[src/assert_macros.svh]
// ----------------------------------------------------------------------------
// assert_macros.svh
// Shared concurrent assertion macros, clocked on clk and disabled in reset.
// ----------------------------------------------------------------------------
`ifndef ASSERT_MACROS_SVH
`define ASSERT_MACROS_SVH

// Clocked property check, off while rst_n is low
`define SVV_ASSERT(name, prop, msg) \
  name: assert property (@(posedge clk) disable iff (!rst_n) prop) else $error(msg);

// Condition that must hold at every clock edge out of reset
`define SVV_ASSERT_NOW(name, cond, msg) \
  `SVV_ASSERT(name, (cond), msg)

`endif

[src/svv_pkg.sv]
// ----------------------------------------------------------------------------
// svv_pkg
// Types, character codes, result codes and helpers of the version checker.
// ----------------------------------------------------------------------------
package svv_pkg;

  // Position counter saturates at the last offset of the longest string
  localparam int MAX_LEN   = 256;
  localparam int POS_CAP_I = ((MAX_LEN - 1) < 255) ? (MAX_LEN - 1) : 255;
  localparam logic [7:0] POS_CAP = 8'(POS_CAP_I);

  // Queue between classifier and parser
  localparam int Q_DEPTH = 4;
  localparam int Q_AW    = $clog2(Q_DEPTH);
  localparam int Q_CW    = $clog2(Q_DEPTH + 1);

  // Character codes
  localparam logic [7:0] CH_NUL   = 8'h00;
  localparam logic [7:0] CH_DOT   = 8'h2E;
  localparam logic [7:0] CH_MINUS = 8'h2D;
  localparam logic [7:0] CH_PLUS  = 8'h2B;
  localparam logic [7:0] CH_D0    = 8'h30;
  localparam logic [7:0] CH_D9    = 8'h39;
  localparam logic [7:0] CH_LA    = 8'h61;
  localparam logic [7:0] CH_LZ    = 8'h7A;
  localparam logic [7:0] CH_UA    = 8'h41;
  localparam logic [7:0] CH_UZ    = 8'h5A;

  // Result status codes
  localparam logic [2:0] ST_OK       = 3'd0;
  localparam logic [2:0] ST_EMPTY    = 3'd1;
  localparam logic [2:0] ST_MISSING  = 3'd2;
  localparam logic [2:0] ST_BAD_PRE  = 3'd3;
  localparam logic [2:0] ST_BAD_META = 3'd4;
  localparam logic [2:0] ST_GARBAGE  = 3'd5;

  // One classified byte, as queued
  typedef struct packed {
    logic [7:0] ch;
    logic       is_nul;
    logic       is_digit;
    logic       is_ident;
    logic       is_dot;
    logic       is_minus;
    logic       is_plus;
  } chr_class_t;

  // One result beat
  typedef struct packed {
    logic [2:0]  status;
    logic [31:0] major_num;
    logic [31:0] minor_num;
    logic [31:0] patch_num;
    logic        has_prerelease;
    logic [7:0]  prerelease_start;
    logic [7:0]  prerelease_length;
    logic        has_metadata;
    logic [7:0]  metadata_start;
    logic [7:0]  metadata_length;
  } result_t;

  // acc*10 + digit as two shifts and adds, wrapping at 32 bits
  function automatic logic [31:0] mul10_add(input logic [31:0] acc, input logic [3:0] dig);
    return (acc << 3) + (acc << 1) + {28'd0, dig};
  endfunction

  function automatic logic [7:0] sat_next(input logic [7:0] p);
    return (p < POS_CAP) ? p + 8'd1 : POS_CAP;
  endfunction

endpackage

[src/semver_string_validator.sv]
// ----------------------------------------------------------------------------
// semver_string_validator: one byte per cycle while queue has room; result registered on out.
// Front, 4-entry queue, parser step independently; parser takes one byte a cycle unless out stalls.
// Reset (rst_n low, synchronous) empties the queue and output, starts a new string.
// ----------------------------------------------------------------------------
module semver_string_validator (
  input  logic         clk,
  input  logic         rst_n,
  input  logic         in_tvalid,
  output logic         in_tready,
  input  logic [7:0]   in_tdata,   // [7:0] ch
  output logic         out_tvalid,
  input  logic         out_tready,
  output logic [151:0] out_tdata,  // major_num, minor_num, patch_num, has_prerelease,
                                   // prerelease_start, prerelease_length, has_metadata,
                                   // metadata_start, metadata_length, zero pad
  output logic [2:0]   out_tuser   // [2:0] status
);
  import svv_pkg::*;

  chr_class_t push_entry;
  chr_class_t pop_entry;
  logic       q_push;
  logic       q_ready;
  logic       q_pop;
  logic       q_valid;
  result_t    res;

  svv_front u_front (
    .in_tvalid (in_tvalid),
    .in_tready (in_tready),
    .in_tdata  (in_tdata),
    .q_ready   (q_ready),
    .q_push    (q_push),
    .q_entry   (push_entry)
  );

  svv_queue u_queue (
    .clk        (clk),
    .rst_n      (rst_n),
    .push       (q_push),
    .push_entry (push_entry),
    .push_ready (q_ready),
    .pop        (q_pop),
    .pop_valid  (q_valid),
    .pop_entry  (pop_entry)
  );

  svv_back u_back (
    .clk       (clk),
    .rst_n     (rst_n),
    .q_valid   (q_valid),
    .q_entry   (pop_entry),
    .q_pop     (q_pop),
    .out_valid (out_tvalid),
    .out_ready (out_tready),
    .out_res   (res)
  );

  // Result beat packing, first field lowest
  assign out_tuser = res.status;
  assign out_tdata = {22'd0, res.metadata_length, res.metadata_start, res.has_metadata,
                      res.prerelease_length, res.prerelease_start, res.has_prerelease,
                      res.patch_num, res.minor_num, res.major_num};

endmodule

[src/svv_front.sv]
// ----------------------------------------------------------------------------
// svv_front
// Input side: takes byte beats and tags each with its character class.
// ----------------------------------------------------------------------------
module svv_front (
  input  logic                in_tvalid,
  output logic                in_tready,
  input  logic [7:0]          in_tdata,
  input  logic                q_ready,
  output logic                q_push,
  output svv_pkg::chr_class_t q_entry
);
  import svv_pkg::*;

  logic dig;
  logic alpha;

  // Handshake follows queue space
  assign in_tready = q_ready;
  assign q_push    = in_tvalid & q_ready;

  // Character classes
  always_comb begin
    dig   = (in_tdata inside {[CH_D0:CH_D9]});
    alpha = (in_tdata inside {[CH_LA:CH_LZ], [CH_UA:CH_UZ]});
    q_entry.ch       = in_tdata;
    q_entry.is_nul   = (in_tdata == CH_NUL);
    q_entry.is_digit = dig;
    q_entry.is_ident = dig | alpha | (in_tdata == CH_MINUS);
    q_entry.is_dot   = (in_tdata == CH_DOT);
    q_entry.is_minus = (in_tdata == CH_MINUS);
    q_entry.is_plus  = (in_tdata == CH_PLUS);
  end

endmodule

[src/svv_queue.sv]
// ----------------------------------------------------------------------------
// svv_queue
// Short FIFO of classified bytes between front and back.
// ----------------------------------------------------------------------------
`include "assert_macros.svh"

module svv_queue (
  input  logic                clk,
  input  logic                rst_n,
  input  logic                push,
  input  svv_pkg::chr_class_t push_entry,
  output logic                push_ready,
  input  logic                pop,
  output logic                pop_valid,
  output svv_pkg::chr_class_t pop_entry
);
  import svv_pkg::*;

  chr_class_t        mem_r [Q_DEPTH];
  logic [Q_AW-1:0]   wr_ptr_r, wr_ptr_nxt;
  logic [Q_AW-1:0]   rd_ptr_r, rd_ptr_nxt;
  logic [Q_CW-1:0]   cnt_r, cnt_nxt;

  assign push_ready = (cnt_r != Q_CW'(Q_DEPTH));
  assign pop_valid  = (cnt_r != '0);
  assign pop_entry  = mem_r[rd_ptr_r];

  // Pointer and fill count update
  always_comb begin
    wr_ptr_nxt = push ? wr_ptr_r + Q_AW'(1) : wr_ptr_r;
    rd_ptr_nxt = pop  ? rd_ptr_r + Q_AW'(1) : rd_ptr_r;
    cnt_nxt    = cnt_r;
    if (push && !pop) begin
      cnt_nxt = cnt_r + Q_CW'(1);
    end else if (pop && !push) begin
      cnt_nxt = cnt_r - Q_CW'(1);
    end
  end

  always_ff @(posedge clk) begin
    if (!rst_n) begin
      wr_ptr_r <= '0;
      rd_ptr_r <= '0;
      cnt_r    <= '0;
    end else begin
      wr_ptr_r <= wr_ptr_nxt;
      rd_ptr_r <= rd_ptr_nxt;
      cnt_r    <= cnt_nxt;
    end
  end

  // Entry storage, no reset
  always_ff @(posedge clk) begin
    if (push) begin
      mem_r[wr_ptr_r] <= push_entry;
    end
  end

  `SVV_ASSERT_NOW(a_q_cnt_range, cnt_r <= Q_CW'(Q_DEPTH), "queue count over depth")
  `SVV_ASSERT_NOW(a_q_ptr_gap, (wr_ptr_r - rd_ptr_r) == Q_AW'(cnt_r), "queue pointers disagree with count")

endmodule

[src/svv_back.sv]
// ----------------------------------------------------------------------------
// svv_back
// Parser: walks one classified byte a cycle, while the output slot is free or draining,
// through the version grammar and holds the result beat in an output register.
// ----------------------------------------------------------------------------
`include "assert_macros.svh"

module svv_back (
  input  logic                clk,
  input  logic                rst_n,
  input  logic                q_valid,
  input  svv_pkg::chr_class_t q_entry,
  output logic                q_pop,
  output logic                out_valid,
  input  logic                out_ready,
  output svv_pkg::result_t    out_res
);
  import svv_pkg::*;

  // Parser phases
  localparam logic [3:0] PH_START     = 4'd0;
  localparam logic [3:0] PH_MAJ       = 4'd1;
  localparam logic [3:0] PH_MIN_FIRST = 4'd2;
  localparam logic [3:0] PH_MIN       = 4'd3;
  localparam logic [3:0] PH_PAT_FIRST = 4'd4;
  localparam logic [3:0] PH_PAT       = 4'd5;
  localparam logic [3:0] PH_ID_START  = 4'd6;
  localparam logic [3:0] PH_ID_DIGITS = 4'd7;
  localparam logic [3:0] PH_ID_ALNUM  = 4'd8;

  logic [3:0]  phase_r, phase_nxt;
  logic [31:0] acc_r, acc_nxt;
  logic [31:0] major_r, major_nxt;
  logic [31:0] minor_r, minor_nxt;
  logic [31:0] patch_r, patch_nxt;
  logic        lz_r, lz_nxt;
  logic [7:0]  pos_r, pos_nxt;
  logic [7:0]  pre_start_r, pre_start_nxt;
  logic [7:0]  pre_len_r, pre_len_nxt;
  logic [7:0]  meta_start_r, meta_start_nxt;
  logic [1:0]  flags_r, flags_nxt;
  logic        skip_r, skip_nxt;
  logic        out_valid_r, out_valid_nxt;
  result_t     res_r, res_nxt;

  logic        step;
  logic        emit;
  logic [3:0]  dig;

  // Step when a byte waits and the output slot is free or draining
  assign step      = q_valid & (~out_valid_r | out_ready);
  assign q_pop     = step;
  assign out_valid = out_valid_r;
  assign out_res   = res_r;
  assign dig       = q_entry.ch[3:0];

  // Grammar step
  always_comb begin
    logic       t_patch, t_sec, t_pre, t_end;
    logic       err, ok, new_str;
    logic [2:0] err_code;
    logic [2:0] sec_err;
    logic [31:0] patch_v;
    logic [7:0]  pre_len_v;

    phase_nxt      = phase_r;
    acc_nxt        = acc_r;
    major_nxt      = major_r;
    minor_nxt      = minor_r;
    patch_nxt      = patch_r;
    lz_nxt         = lz_r;
    pos_nxt        = pos_r;
    pre_start_nxt  = pre_start_r;
    pre_len_nxt    = pre_len_r;
    meta_start_nxt = meta_start_r;
    flags_nxt      = flags_r;
    skip_nxt       = skip_r;
    t_patch        = 1'b0;
    t_sec          = 1'b0;
    t_pre          = 1'b0;
    t_end          = 1'b0;
    err            = 1'b0;
    ok             = 1'b0;
    new_str        = 1'b0;
    err_code       = ST_GARBAGE;
    sec_err        = flags_r[1] ? ST_BAD_META : ST_BAD_PRE;
    patch_v        = patch_r;
    pre_len_v      = pre_len_r;
    res_nxt        = '0;
    emit           = 1'b0;

    if (step) begin
      if (skip_r) begin
        new_str = q_entry.is_nul;
      end else begin
        pos_nxt = sat_next(pos_r);
        case (phase_r)
          PH_START, PH_MIN_FIRST, PH_PAT_FIRST: begin
            if (phase_r == PH_START && q_entry.is_nul) begin
              err      = 1'b1;
              err_code = ST_EMPTY;
            end else if (!q_entry.is_digit) begin
              err      = 1'b1;
              err_code = ST_MISSING;
            end else begin
              lz_nxt    = (q_entry.ch == CH_D0);
              acc_nxt   = {28'd0, dig};
              phase_nxt = (phase_r == PH_START) ? PH_MAJ : phase_r + 4'd1;
            end
          end
          PH_MAJ, PH_MIN, PH_PAT: begin
            if (q_entry.is_digit) begin
              acc_nxt = mul10_add(acc_r, dig);
            end else if (lz_r && acc_r != '0) begin
              err      = 1'b1;
              err_code = ST_MISSING;
            end else if (phase_r == PH_PAT) begin
              patch_v   = acc_r;
              patch_nxt = acc_r;
              t_patch   = 1'b1;
            end else if (!q_entry.is_dot) begin
              err      = 1'b1;
              err_code = ST_MISSING;
            end else if (phase_r == PH_MAJ) begin
              major_nxt = acc_r;
              phase_nxt = PH_MIN_FIRST;
            end else begin
              minor_nxt = acc_r;
              phase_nxt = PH_PAT_FIRST;
            end
          end
          PH_ID_START: begin
            if (q_entry.is_digit) begin
              lz_nxt    = (q_entry.ch == CH_D0);
              acc_nxt   = {28'd0, dig};
              phase_nxt = PH_ID_DIGITS;
            end else if (q_entry.is_ident) begin
              phase_nxt = PH_ID_ALNUM;
            end else if (!q_entry.is_dot) begin
              t_sec = 1'b1;
            end
          end
          PH_ID_DIGITS: begin
            if (q_entry.is_digit) begin
              acc_nxt = mul10_add(acc_r, dig);
            end else if (lz_r && (acc_r != '0 || q_entry.is_minus)) begin
              err      = 1'b1;
              err_code = sec_err;
            end else if (q_entry.is_minus) begin
              phase_nxt = PH_ID_ALNUM;
            end else if (q_entry.is_dot) begin
              phase_nxt = PH_ID_START;
            end else begin
              t_sec = 1'b1;
            end
          end
          PH_ID_ALNUM: begin
            if (q_entry.is_dot) begin
              phase_nxt = PH_ID_START;
            end else if (!q_entry.is_ident) begin
              t_sec = 1'b1;
            end
          end
          default: begin
            new_str = 1'b1;
          end
        endcase

        // End of patch number: pre-release may open
        if (t_patch) begin
          if (q_entry.is_minus) begin
            flags_nxt[0]  = 1'b1;
            pre_start_nxt = sat_next(pos_r);
            phase_nxt     = PH_ID_START;
          end else begin
            t_pre = 1'b1;
          end
        end

        // End of an identifier run: close the open section
        if (t_sec) begin
          if (flags_r[1]) begin
            t_end = 1'b1;
          end else begin
            pre_len_v   = pos_r - pre_start_r;
            pre_len_nxt = pre_len_v;
            t_pre       = 1'b1;
          end
        end

        // Build metadata may open
        if (t_pre) begin
          if (q_entry.is_plus) begin
            flags_nxt[1]   = 1'b1;
            meta_start_nxt = sat_next(pos_r);
            phase_nxt      = PH_ID_START;
          end else begin
            t_end = 1'b1;
          end
        end

        // Only the terminator may follow
        if (t_end) begin
          if (q_entry.is_nul) begin
            ok = 1'b1;
          end else begin
            err      = 1'b1;
            err_code = ST_GARBAGE;
          end
        end

        // Result beat
        if (err) begin
          emit           = 1'b1;
          res_nxt.status = err_code;
          if (q_entry.is_nul) begin
            new_str = 1'b1;
          end else begin
            skip_nxt = 1'b1;
          end
        end else if (ok) begin
          emit                      = 1'b1;
          new_str                   = 1'b1;
          res_nxt.status            = ST_OK;
          res_nxt.major_num         = major_r;
          res_nxt.minor_num         = minor_r;
          res_nxt.patch_num         = patch_v;
          res_nxt.has_prerelease    = flags_r[0];
          res_nxt.prerelease_start  = flags_r[0] ? pre_start_r : 8'd0;
          res_nxt.prerelease_length = flags_r[0] ? pre_len_v : 8'd0;
          res_nxt.has_metadata      = flags_r[1];
          res_nxt.metadata_start    = flags_r[1] ? meta_start_r : 8'd0;
          res_nxt.metadata_length   = flags_r[1] ? pos_r - meta_start_r : 8'd0;
        end
      end

      // Fresh string state
      if (new_str) begin
        phase_nxt      = PH_START;
        acc_nxt        = '0;
        major_nxt      = '0;
        minor_nxt      = '0;
        patch_nxt      = '0;
        lz_nxt         = 1'b0;
        pos_nxt        = '0;
        pre_start_nxt  = '0;
        pre_len_nxt    = '0;
        meta_start_nxt = '0;
        flags_nxt      = '0;
        skip_nxt       = 1'b0;
      end
    end
  end

  // Output slot
  always_comb begin
    if (emit) begin
      out_valid_nxt = 1'b1;
    end else if (out_ready) begin
      out_valid_nxt = 1'b0;
    end else begin
      out_valid_nxt = out_valid_r;
    end
  end

  always_ff @(posedge clk) begin
    if (!rst_n) begin
      phase_r      <= PH_START;
      acc_r        <= '0;
      major_r      <= '0;
      minor_r      <= '0;
      patch_r      <= '0;
      lz_r         <= 1'b0;
      pos_r        <= '0;
      pre_start_r  <= '0;
      pre_len_r    <= '0;
      meta_start_r <= '0;
      flags_r      <= '0;
      skip_r       <= 1'b0;
      out_valid_r  <= 1'b0;
    end else begin
      phase_r      <= phase_nxt;
      acc_r        <= acc_nxt;
      major_r      <= major_nxt;
      minor_r      <= minor_nxt;
      patch_r      <= patch_nxt;
      lz_r         <= lz_nxt;
      pos_r        <= pos_nxt;
      pre_start_r  <= pre_start_nxt;
      pre_len_r    <= pre_len_nxt;
      meta_start_r <= meta_start_nxt;
      flags_r      <= flags_nxt;
      skip_r       <= skip_nxt;
      out_valid_r  <= out_valid_nxt;
    end
  end

  // Result payload, loaded only on a new beat
  always_ff @(posedge clk) begin
    if (emit) begin
      res_r <= res_nxt;
    end
  end

  `SVV_ASSERT(a_skip_silent, (step && skip_r) |-> !emit, "result while skipping")
  `SVV_ASSERT(a_nul_restarts, (step && q_entry.is_nul) |=> (phase_r == PH_START && !skip_r && pos_r == 8'd0), "terminator did not restart")
  `SVV_ASSERT_NOW(a_err_zero, !(out_valid_r && res_r.status != ST_OK) || (res_r.major_num == '0 && res_r.patch_num == '0 && !res_r.has_prerelease && !res_r.has_metadata && res_r.metadata_length == '0), "error beat with nonzero fields")

endmodule
[config.mk]
export PLATFORM = sky130hd
export DESIGN_NAME = semver_string_validator
export DESIGN_NICKNAME = d
export VERILOG_FILES = /design/src/svv_pkg.sv /design/src/semver_string_validator.sv /design/src/svv_front.sv /design/src/svv_queue.sv /design/src/svv_back.sv
export VERILOG_INCLUDE_DIRS = /design/src /design/src/src
export SDC_FILE = /design/constraint.sdc
export NUM_CORES = 1
export LEC_CHECK = 0
export BUFFER_PORTS_ARGS = -buffer_cell sky130_fd_sc_hd__buf_4
export CAP_MARGIN = 20
export CORE_AREA = 4 4 183 185
export CTS_CLUSTER_SIZE = 40
export DETAILED_ROUTE_END_ITERATION = 6
export DIE_AREA = 0 0 187 189
export GPL_ROUTABILITY_DRIVEN = 1
export PLACE_DENSITY = 0.76
export SYNTH_ARGS = -nofsm -noshare
export SYNTH_HDL_FRONTEND = slang
export SYNTH_SLANG_ARGS = --single-unit
[constraint.sdc]
create_clock -name clk -period 13.7 [get_ports clk]
set_input_delay 4.11 -clock clk [delete_from_list [all_inputs] [get_ports clk]]
set_output_delay 4.11 -clock clk [all_outputs]
set_load 0.02 [all_outputs]
==> results_dict.tcl, run 1 <==
set metrics [dict create \
    track_usage_pct 20.8 \
    skew_ns 0.0146 \
    cts_made_buffers 39 \
    cts-resized-gates 0 \
    dp_hpwl_um 25700 \
    report.final.setup_viol 0 \
    layout.nets 1747 \
    crit_chain "buf_4 -> nor2b_1 -> or2_2 -> nor3_4 -> buf_4 -> buf_4" \
    die_y_um 189 \
    synth_edf_count 189 \
    multiInputGateArea_um2 7160 \
    worstSetupStartpointType "input pin" \
    critPathMaxFanout 84 \
    maxUsedRoutingLayer "met4" \
    grt_first_pass_wirelength_um 61600 \
    max_stage_delay_ns 0.86 \
    drt-total-wl_um 37500 \
    dp_worst_setup_slack_ns 6.70 \
    finalHoldWorstSlack_ns 0.455 \
    floorplan.initialDensity_pct 53.2 \
    cts_setup_buffers 0 \
    antenna_violations_before_repair 0 \
    synthFlopType "sky130_fd_sc_hd__edfxtp_1" \
    n_fill_cell 2553 \
    syn_avg_cell_area_um2 11.2 \
    yosysSeqAreaShare_pct 54.2 \
    wl_met2_um 17200 \
    met1_length_um 17300 \
    clk_path_buf_depth 3 \
    power_density_nw_per_um2 204 \
    syn_to_final_growth_pct 15.9 \
    h-tree-depth 2 \
    drt_via_density 5.84 \
    clock_insertion_delay_worst_skew_ns 0.53 \
    drc_errors 0 \
    drt_iter0_drc 969 \
    max_freq_mhz 155 \
    tritoncts_num_sinks 367 \
    totalNegativeSetupSlack_ns 0 \
    ant_nets 0 \
    endpoint_kind "flop" \
    status "finished clean" \
    post_drt_wl_per_cell_um 18.0 \
    synth_async_sr_flop_share_pct 0 \
    post_route_cells_drive_above_1_share_pct 15.1 \
    synthDominantCellAreaShare_pct 33.3 \
    io_pins 169 \
    critPathMostFrequentCell "sky130_fd_sc_hd__buf_4" \
    ir_drop_uv 144 \
    cp_slowest_cell "sky130_fd_sc_hd__buf_4" \
    min_period_ns 6.43 \
    max_slew_margin_pct 29.0 \
    dieWidth_um 187 \
    die_area_um2 35300 \
    grt_start_max_net_pins 85 \
    synthesis.area_um2 17100 \
    arrival_ns 6.58 \
    core_area_um2 32000 \
    seqCellArea_um2 9240 \
    root_buffer_master "sky130_fd_sc_hd__clkbuf_16" \
    final_critical_path_setup_slack_ns 7.27 \
    holdCritPathClass "reg -> reg" \
    final_cell_count_no_fill 2087 \
    synthDistinctLibCells 76 \
    postSynthRegisterBits 367 \
    timing_worst_setup_path_type "in -> reg" \
    synth_top_cell_by_area "sky130_fd_sc_hd__edfxtp_1" \
    cts_tree "yes" \
    max_slew.worst_pin.slew_ns 1.06 \
    report.final.slew_viol_count 0 \
    io_buffers 146 \
    gr-total-overflow 0 \
    synth.area.top_cells "sky130_fd_sc_hd__edfxtp_1, sky130_fd_sc_hd__dfxtp_1, sky130_fd_sc_hd__ha_1" \
    clkTransAtPathRegs_ns 0.06 \
    count_of_max_cap_constraint_violations 0 \
    cp_data_required_time_ns 13.85 \
    timing.final.crit_share_pct 46.9 \
    pre_repair_dr_iteration_count 5 \
    holdBufCountCts 0 \
    first_global_vias 11844 \
    detailroute.via_count 12182 \
    gp_congestion 0.910 \
    hold_viol 0 \
    power.leakage_nw 7.48 \
    ys_warn_count 0 \
    placed_cells 2010 \
    wl_met3_um 1970 \
    post_synthesis_instance_total 1527 \
    num_antenna_cells 0 \
    setup_repair_after_global_routing_missed_its_margin "no" \
    rows 66 \
]
[worst max-delay path: cells and delay by family]
kind,cells,cell delay (ns)
and+or+nand+nor,3,0.83
buffers and inverters,3,1.48
[sequential cells by signal (all words and copies together), names as in the netlist, named ones only]
| name | cells |
|---|---|
| u_back.patch_r | 32 |
| u_back.minor_r | 32 |
| u_back.pre_start_r | 8 |
| u_back.pre_len_r | 8 |
| u_back.acc_r | 32 |
| u_back.skip_r | 1 |
| u_queue.wr_ptr_r | 2 |
| u_back.phase_r | 4 |
| u_back.out_res | 133 |
| u_queue.rd_ptr_r | 2 |
| u_back.flags_r | 2 |
| u_back.out_valid | 1 |
| u_back.meta_start_r | 8 |
| u_back.pos_r | 8 |
| u_queue.mem_r | 56 |
| u_queue.cnt_r | 3 |
| u_back.major_r | 32 |
| u_back.lz_r | 1 |
[Yosys cell counts (26+ instances only)]
library cell and number:
sky130_fd_sc_hd__edfxtp_1 189, sky130_fd_sc_hd__dfxtp_1 178, sky130_fd_sc_hd__nand2_1 158, sky130_fd_sc_hd__o2bb2ai_1 104, sky130_fd_sc_hd__ha_1 82, sky130_fd_sc_hd__nor2_1 77, sky130_fd_sc_hd__and2_1 75, sky130_fd_sc_hd__a21oi_1 72
sky130_fd_sc_hd__nor2b_1 48, sky130_fd_sc_hd__clkbuf_1 40, sky130_fd_sc_hd__inv_1 40, sky130_fd_sc_hd__a22oi_1 36, sky130_fd_sc_hd__o21ai_0 35, sky130_fd_sc_hd__xnor2_1 30, sky130_fd_sc_hd__buf_4 26
[cell usage in the layout, fill, tap and decap left out, types with 35 or more instances in the layout]
| master | n |
|---|---|
| sky130_fd_sc_hd__edfxtp_1 | 189 |
| sky130_fd_sc_hd__dfxtp_1 | 178 |
| sky130_fd_sc_hd__nand2_1 | 158 |
| sky130_fd_sc_hd__buf_4 | 157 |
| sky130_fd_sc_hd__o2bb2ai_1 | 104 |
| sky130_fd_sc_hd__ha_1 | 82 |
| sky130_fd_sc_hd__nor2_1 | 77 |
| sky130_fd_sc_hd__and2_1 | 75 |
| sky130_fd_sc_hd__a21oi_1 | 72 |
| sky130_fd_sc_hd__nor2b_1 | 48 |
| sky130_fd_sc_hd__clkbuf_16 | 41 |
| sky130_fd_sc_hd__inv_1 | 40 |
| sky130_fd_sc_hd__a22oi_1 | 36 |
| sky130_fd_sc_hd__o21ai_0 | 35 |
[power breakdown]
| group | total (W) | switching (W) | internal (W) | leakage [nW] |
|---|---|---|---|---|
| Clock | 0.00110 | 0.000425 | 0.000673 | 0.664 |
| Sequential | 0.00161 | 0.000121 | 0.00149 | 3.26 |
| Combinational | 0.00133 | 0.000872 | 0.000458 | 3.55 |
[metrics by stage]
stage / utilization [%] / power [W] / cell area [um2]
2_1_floorplan: - / 0.00249 / 17100
3_3_place_gp: 56.9 / 0.00291 / 18200
3_5_place_dp: 57.1 / 0.00295 / 18300
4_1_cts: 61.3 / 0.00405 / 19700
5_1_grt: 61.7 / 0.00423 / 19800
6_report: 61.7 / 0.00404 / 19800
[area by class of cell]
type	instances	area share (%)
sequential	367	46.8
multi-input combinational	1036	36.2
timing repair buffer	163	6.74
clock buffer	53	5.67
tap	408	2.58
clock inverter	19	1.24
inverter	41	0.779
[per-layer routing]
layer	up-vias	GRT usage (%)
met2	420	34.1
met4	0	6.68
met5	-	0
met1	5827	28.6
met3	84	3.23
li1	5851	-
[logic make-up (layout without fill, tap and decap cells)]
kind of cell,after synthesis,count (layout),synth area share (%)
multiplexers,25,25,2.22
AO/OA/AOI/OAI,377,377,16.2
buffers and inverters,145,276,4.47
adder cells (fa/ha/maj),87,87,6.60
other,1,22,0.0220
XOR/XNOR,41,41,2.11
AND/OR/NAND/NOR,484,484,14.3
flip-flops,367,367,54.2
[path summary, 6_finish.rpt]
check                                                     start                                end  slack [ns]  cells past startpoint
worst max-delay path                                 out_tready  u_back.out_res[106]$_SDFFCE_PP0P_        7.27                      6
worst min-delay path            u_back.minor_r[31]$_SDFFE_PN0P_    u_back.minor_r[31]$_SDFFE_PN0P_        0.45                      1
worst max register to register                             flop  u_back.out_res[106]$_SDFFCE_PP0P_        8.62                      9
worst min register to register  u_back.minor_r[31]$_SDFFE_PN0P_    u_back.minor_r[31]$_SDFFE_PN0P_        0.45                      1
Note: power is estimated with default switching activity, not from simulation.
==> run 2, diff against run 1 <==
--- a/config.mk
+++ b/config.mk
@@ -8,12 +8,12 @@
 export LEC_CHECK = 0
 export BUFFER_PORTS_ARGS = -buffer_cell sky130_fd_sc_hd__buf_4
 export CAP_MARGIN = 20
-export CORE_AREA = 4 4 183 185
+export CORE_AREA = 4 4 182 184
 export CTS_CLUSTER_SIZE = 40
 export DETAILED_ROUTE_END_ITERATION = 6
-export DIE_AREA = 0 0 187 189
+export DIE_AREA = 0 0 186 188
 export GPL_ROUTABILITY_DRIVEN = 1
-export PLACE_DENSITY = 0.76
+export PLACE_DENSITY = 0.74
 export SYNTH_ARGS = -nofsm -noshare
 export SYNTH_HDL_FRONTEND = slang
 export SYNTH_SLANG_ARGS = --single-unit
==> constraint.sdc (replaced) <==
create_clock -name clk -period 6.15 [get_ports clk]
set_input_delay 1.845 -clock clk [delete_from_list [all_inputs] [get_ports clk]]
set_output_delay 1.845 -clock clk [all_outputs]
set_load 0.02 [all_outputs]
==> run 2 against run 1 <==
Against the previous run: first-iteration DRC count up 3.3%; combinational power is 120% higher; non-clock buffer count did not move; sequential share of layout area up 0.51 points; global-route usage about the same; clock skew increased by 0.0014 ns; critical path depth up 6; setup slack worse by 5.8 ns; critical path type is now reg -> reg; clock-buffer cell count increased by 3; clock power is 100% higher; via count down 0.99%.
==> results_dict.tcl, run 2 (synthesis results as in run 1) <==
set metrics [dict create \
    skew_ns 0.0160 \
    syn_to_final_growth_pct 14.6 \
    status "finished clean" \
    holdCritPathClass "reg -> reg" \
    critPathMostFrequentCell "sky130_fd_sc_hd__fa_1" \
    clk_path_buf_depth 3 \
    wl_met3_um 2280 \
    gp_congestion 0.925 \
    final_cell_count_no_fill 2078 \
    drc_errors 0 \
    largest_register_ffs 133 \
    max_stage_delay_ns 0.82 \
    die_y_um 188 \
    h-tree-depth 2 \
    min_period_ns 4.69 \
    dieWidth_um 186 \
    totalNegativeSetupSlack_ns 0 \
    antenna_violations_before_repair 0 \
    timing.final.crit_share_pct 76.2 \
    arrival_ns 5.09 \
    cts-resized-gates 0 \
    drt_via_density 5.80 \
    max_slew_margin_pct 42.0 \
    tritoncts_num_sinks 367 \
    post_route_cells_drive_above_1_share_pct 15.1 \
    timing_worst_setup_path_type "reg -> reg" \
    comb_power_share_pct 33.6 \
    wl_met2_um 17200 \
    power_density_nw_per_um2 446 \
    cts_setup_buffers 0 \
    ir_drop_uv 467 \
    track_usage_pct 20.8 \
    die_area_um2 35000 \
    report.final.slew_viol_count 0 \
    io_buffers 146 \
    swShare_pct 35.5 \
    met1_length_um 16700 \
    setup_repair_after_global_routing_missed_its_margin "no" \
    cp_slowest_cell "sky130_fd_sc_hd__dfxtp_1" \
    power_share_of_the_sequential_group_pct 40.6 \
    grt_first_pass_wirelength_um 60000 \
    critical_path.endpoint "u_back.acc_r[30]$_SDFFE_PN0P_" \
    max_freq_mhz 213 \
    first_global_vias 11607 \
    post_drt_wl_per_cell_um 17.9 \
    power.internal_w 0.00563 \
    root_buffer_master "sky130_fd_sc_hd__clkbuf_16" \
    n_fill_cell 2555 \
    finish.utilization_pct 62.3 \
    dp_hpwl_um 25500 \
    clock_insertion_delay_worst_skew_ns 0.52 \
    clkTransAtPathRegs_ns 0.06 \
    cp_data_required_time_ns 6.55 \
    worstRegToRegCells 12 \
    hold_viol 0 \
    pre_repair_dr_iteration_count 5 \
    num_antenna_cells 0 \
    multiInputGateArea_um2 7160 \
    detailroute.via_count 12062 \
    rows 65 \
    grt_start_max_net_pins 75 \
    drt-total-wl_um 37100 \
    timing.reg2reg.setup_slack_ns 1.46 \
    power.net_switching_w 0.00309 \
    layout.cells.most_common "sky130_fd_sc_hd__edfxtp_1" \
    ant_nets 0 \
    floorplan.initialDensity_pct 54.3 \
    max_slew.worst_pin.slew_ns 0.870 \
    endpoint_kind "flop" \
    cts_tree "yes" \
    drt_iter0_drc 1001 \
    critPathMaxFanout 18 \
    holdBufCountCts 0 \
    worstSetupStartpointType "flop" \
    power.leakage_nw 7.38 \
    layout.nets 1746 \
    placed_cells 2006 \
    core_area_um2 31400 \
    layout_common_cells "sky130_fd_sc_hd__edfxtp_1, sky130_fd_sc_hd__dfxtp_1, sky130_fd_sc_hd__buf_4" \
    io_pins 169 \
    seqCellArea_um2 9240 \
    report.final.setup_viol 0 \
    crit_chain "mux4_2 -> fa_1 -> fa_1 -> a211oi_1 -> nor2_1 -> o221a_2 -> a221oi_1 -> o21ai_0 -> o41a_1 -> a31oi_1 -> mux2i_1 -> a31o_2" \
    power_frac_clock_pct 25.8 \
    total_power_of_the_final_layout_w 0.00872 \
    count_of_max_cap_constraint_violations 0 \
    cts_made_buffers 38 \
    gr-total-overflow 0 \
    worst_r2r_endpoint "u_back.acc_r[30]$_SDFFE_PN0P_" \
    maxUsedRoutingLayer "met4" \
]
run 2: changes by cell type in the layout (fill, tap and decap cells not counted), moves of 3 or more:
cell                         change
sky130_fd_sc_hd__buf_16          -5
sky130_fd_sc_hd__buf_4           +3
sky130_fd_sc_hd__bufinv_16       -4
sky130_fd_sc_hd__clkbuf_1        +4
sky130_fd_sc_hd__clkinv_1        -6
sky130_fd_sc_hd__clkinvlp_4      +3
run 2: power groups by stage:
| stage | logic [W] | clock network (W) | registers (W) |
|---|---|---|---|
| final | 0.00293 | 0.00225 | 0.00354 |
| after global routing | 0.00318 | 0.00242 | 0.00360 |
| after CTS | 0.00296 | 0.00231 | 0.00355 |
| after detailed placement | 0.00295 | 0 | 0.00359 |
| after global placement | 0.00292 | 0 | 0.00358 |
| after floorplan | 0.00136 | 0 | 0.00415 |
run 2: area by class of cell:
cell class / count / area share (%)
flip-flops and latches: 367 / 47.3
multi-input cells: 1036 / 36.6
repair buffers: 163 / 6.38
clock buffers: 56 / 5.80
well taps: 402 / 2.57
inverters: 41 / 0.787
clock inverters: 13 / 0.563
run 2: worst min-delay path by stage:
| stage | startpoint | endpoint | cells after the start |
|---|---|---|---|
| floorplan | u_back.major_r[0]$_SDFFE_PN0P_ | u_back.major_r[0]$_SDFFE_PN0P_ | 1 |
| global placement | u_back.minor_r[22]$_SDFFE_PN0P_ | u_back.minor_r[22]$_SDFFE_PN0P_ | 1 |
| detailed placement | u_back.major_r[20]$_SDFFE_PN0P_ | u_back.major_r[20]$_SDFFE_PN0P_ | 1 |
| CTS | u_back.major_r[31]$_SDFFE_PN0P_ | u_back.major_r[31]$_SDFFE_PN0P_ | 1 |
| global route | u_back.minor_r[20]$_SDFFE_PN0P_ | u_back.minor_r[20]$_SDFFE_PN0P_ | 1 |
| finish | u_back.minor_r[27]$_SDFFE_PN0P_ | u_back.minor_r[27]$_SDFFE_PN0P_ | 1 |
run 2: worst max-delay path: cells and delay by family, from the launching register on:
kind / cells / cell delay [ns]
adder cells (fa/ha/maj): 2 / 1.05
flip-flops: 1 / 0.82
multiplexers: 2 / 0.56
AO/OA/AOI/OAI: 7 / 2.03
AND/OR/NAND/NOR: 1 / 0.12
run 2: stage by stage:
step / setup slack, ns / cell area (um2) / hold WS, ns
after global routing: 1.14 / 19500 / 0.470
after floorplan: 0.110 / 17100 / 0.424
after detailed placement: 1.46 / 18300 / 0.439
after CTS: 1.45 / 19500 / 0.459
final: 1.46 / 19500 / 0.456
after global placement: 1.50 / 18300 / 0.437
run 2: layer usage:
layer | up-vias | track usage [%]
li1 | 5828 | -
met1 | 5775 | 29.4
met2 | 387 | 32.7
met3 | 72 | 3.71
met4 | 0 | 6.39
met5 | - | 0
==> run 3, diff against run 2 <==
--- a/config.mk
+++ b/config.mk
@@ -8,12 +8,12 @@
 export LEC_CHECK = 0
 export BUFFER_PORTS_ARGS = -buffer_cell sky130_fd_sc_hd__buf_4
 export CAP_MARGIN = 20
-export CORE_AREA = 4 4 182 184
+export CORE_AREA = 4 4 183 185
 export CTS_CLUSTER_SIZE = 40
 export DETAILED_ROUTE_END_ITERATION = 6
-export DIE_AREA = 0 0 186 188
+export DIE_AREA = 0 0 187 189
 export GPL_ROUTABILITY_DRIVEN = 1
-export PLACE_DENSITY = 0.74
+export PLACE_DENSITY = 0.76
 export SYNTH_ARGS = -nofsm -noshare
 export SYNTH_HDL_FRONTEND = slang
 export SYNTH_SLANG_ARGS = --single-unit
==> constraint.sdc (replaced) <==
create_clock -name clk -period 3.8 [get_ports clk]
set_input_delay 1.14 -clock clk [delete_from_list [all_inputs] [get_ports clk]]
set_output_delay 1.14 -clock clk [all_outputs]
set_load 0.02 [all_outputs]
==> run 3 against run 2 <==
Against the previous run: global-route usage barely moved; combinational power rose by 78%; sequential share of layout area fell by 1.1 points; fmax rose by 29%; routed wire length rose by 0.99%; setup slack got worse by 1.3 ns; final cell count rose by 2.2%; cell area rose by 2.5%; clock skew fell by 0.0078 ns; non-clock buffer count rose by 39; clock-buffer cell count fell by 4; critical endpoint unchanged.
==> results_dict.tcl, run 3 (synthesis results as in run 1) <==
set metrics [dict create \
    cp_data_required_time_ns 4.21 \
    root_buffer_master "sky130_fd_sc_hd__clkbuf_16" \
    status "finished clean" \
    grt_start_max_net_pins 70 \
    post_route_cells_drive_above_1_share_pct 17.8 \
    timing_worst_setup_path_type "reg -> reg" \
    gp_congestion 0.901 \
    critPathMostFrequentCell "sky130_fd_sc_hd__fa_2" \
    worst_path_dominant_cell_family "compound AO/OA/AOI/OAI gates" \
    power_density_nw_per_um2 725 \
    timing.final.crit_share_pct 95.4 \
    cts_made_buffers 38 \
    dp_worst_setup_slack_ns -0.101 \
    clkTransAtPathRegs_ns 0.06 \
    ir_drop_uv 671 \
    post_drt_wl_per_cell_um 17.7 \
    h-tree-depth 2 \
    pre_repair_dr_iteration_count 5 \
    floorplan.initialDensity_pct 53.2 \
    gr-total-overflow 0 \
    power.leakage_nw 7.63 \
    layout.cells.most_common "sky130_fd_sc_hd__buf_4" \
    setup_repair_after_global_routing_missed_its_margin "no" \
    clk_path_buf_depth 3 \
    report.final.slew_viol_count 0 \
    dp_hpwl_um 26300 \
    endpoint_kind "flop" \
    antenna_violations_before_repair 0 \
    hold_viol 0 \
    layout.cell_area.non_filler_um2 20000 \
    num_antenna_cells 0 \
    min_period_ns 3.62 \
    max_freq_mhz 276 \
    report.final.setup_viol 0 \
    detailroute.via_count 12209 \
    io_pins 169 \
    crit_chain "mux4_2 -> fa_2 -> fa_2 -> a211oi_2 -> nor2_1 -> o221a_2 -> a221oi_4 -> o21ai_2 -> o41a_1 -> a31oi_1 -> mux2i_1 -> a31o_2" \
    cp_slowest_cell "sky130_fd_sc_hd__mux4_2" \
    worstSetupStartpointType "flop" \
    critPathMaxFanout 5 \
    track_usage_pct 20.7 \
    drt-total-wl_um 37500 \
    die_y_um 189 \
    max_slew.worst_pin.slew_ns 0.762 \
    final_critical_path_setup_slack_ns 0.176 \
    count_of_max_cap_constraint_violations 0 \
    syn_to_final_growth_pct 17.5 \
    grt_first_pass_wirelength_um 61600 \
    holdBufCountCts 0 \
    drt_via_density 5.75 \
    drt_iter0_drc 951 \
    io_buffers 146 \
    worstPathBufferInverterCount 0 \
    first_global_vias 11852 \
    drc_errors 0 \
    max_slew_margin_pct 49.2 \
    rows 66 \
    ant_nets 0 \
    dieWidth_um 187 \
    die_area_um2 35300 \
    n_fill_cell 2571 \
    seqCellArea_um2 9240 \
    multiInputGateArea_um2 7240 \
    cts_tree "yes" \
    clock_insertion_delay_worst_skew_ns 0.52 \
    max_stage_delay_ns 0.53 \
    largest_register_ffs 133 \
    layout.nets 1785 \
    arrival_ns 4.03 \
    holdCritPathClass "reg -> reg" \
    skew_ns 0.00816 \
    placed_area_um2 18700 \
    layout_common_cells "sky130_fd_sc_hd__buf_4, sky130_fd_sc_hd__edfxtp_1, sky130_fd_sc_hd__dfxtp_1" \
    tritoncts_num_sinks 367 \
    core_area_um2 32000 \
]
## run 3: path summary, 6_finish.rpt
kind	startpoint	depth (start not counted)	slack (ns)	endpoint
setup / recovery	flop	12	0.18	u_back.acc_r[30]$_SDFFE_PN0P_
hold / removal	u_back.major_r[9]$_SDFFE_PN0P_	1	0.46	u_back.major_r[9]$_SDFFE_PN0P_
setup reg to reg	flop	12	0.18	u_back.acc_r[30]$_SDFFE_PN0P_
hold reg to reg	u_back.major_r[9]$_SDFFE_PN0P_	1	0.46	u_back.major_r[9]$_SDFFE_PN0P_
## run 3: metrics by stage
stage                     total power, W  TNS, ns  hold WS, ns  cells  util (%)
after floorplan                  0.00887  -226.30        0.424   1548         -
after global placement            0.0108  -0.0613        0.436   2048      58.3
after detailed placement          0.0109   -0.101        0.438   2048      58.3
after CTS                         0.0146        0        0.459   2121      62.3
after global routing              0.0153        0        0.468   2123      62.6
final                             0.0145        0        0.456   2123      62.6
## run 3: metal layers
metal  up-vias  routed length (um)  track usage [%]
met5         -                   0                0
met2       359               17700             34.5
met3        49                1980             3.54
li1       5910                   -                -
met1      5891               17200             28.7
met4         0                 642             4.86
## run 3: layout make-up
class | instances | area share, %
Sequential cell | 367 | 46.1
Multi-Input combinational cell | 1036 | 36.1
Timing Repair Buffer | 202 | 8.25
Clock buffer | 52 | 5.46
Tap cell | 408 | 2.55
Inverter | 41 | 0.768
Clock inverter | 17 | 0.724
## run 3: timing repair
item                                    CTS  global route
hold endpoints to repair                  0             0
endpoints found under the setup margin    2            11
buffers inserted                          4             2
resized for setup                         3             9
pin swaps                                 4             5
## run 3: power breakdown
part	internal (W)	switching (W)
logic	0.00194	0.00327
registers	0.00533	0.000357
clock network	0.00216	0.00148
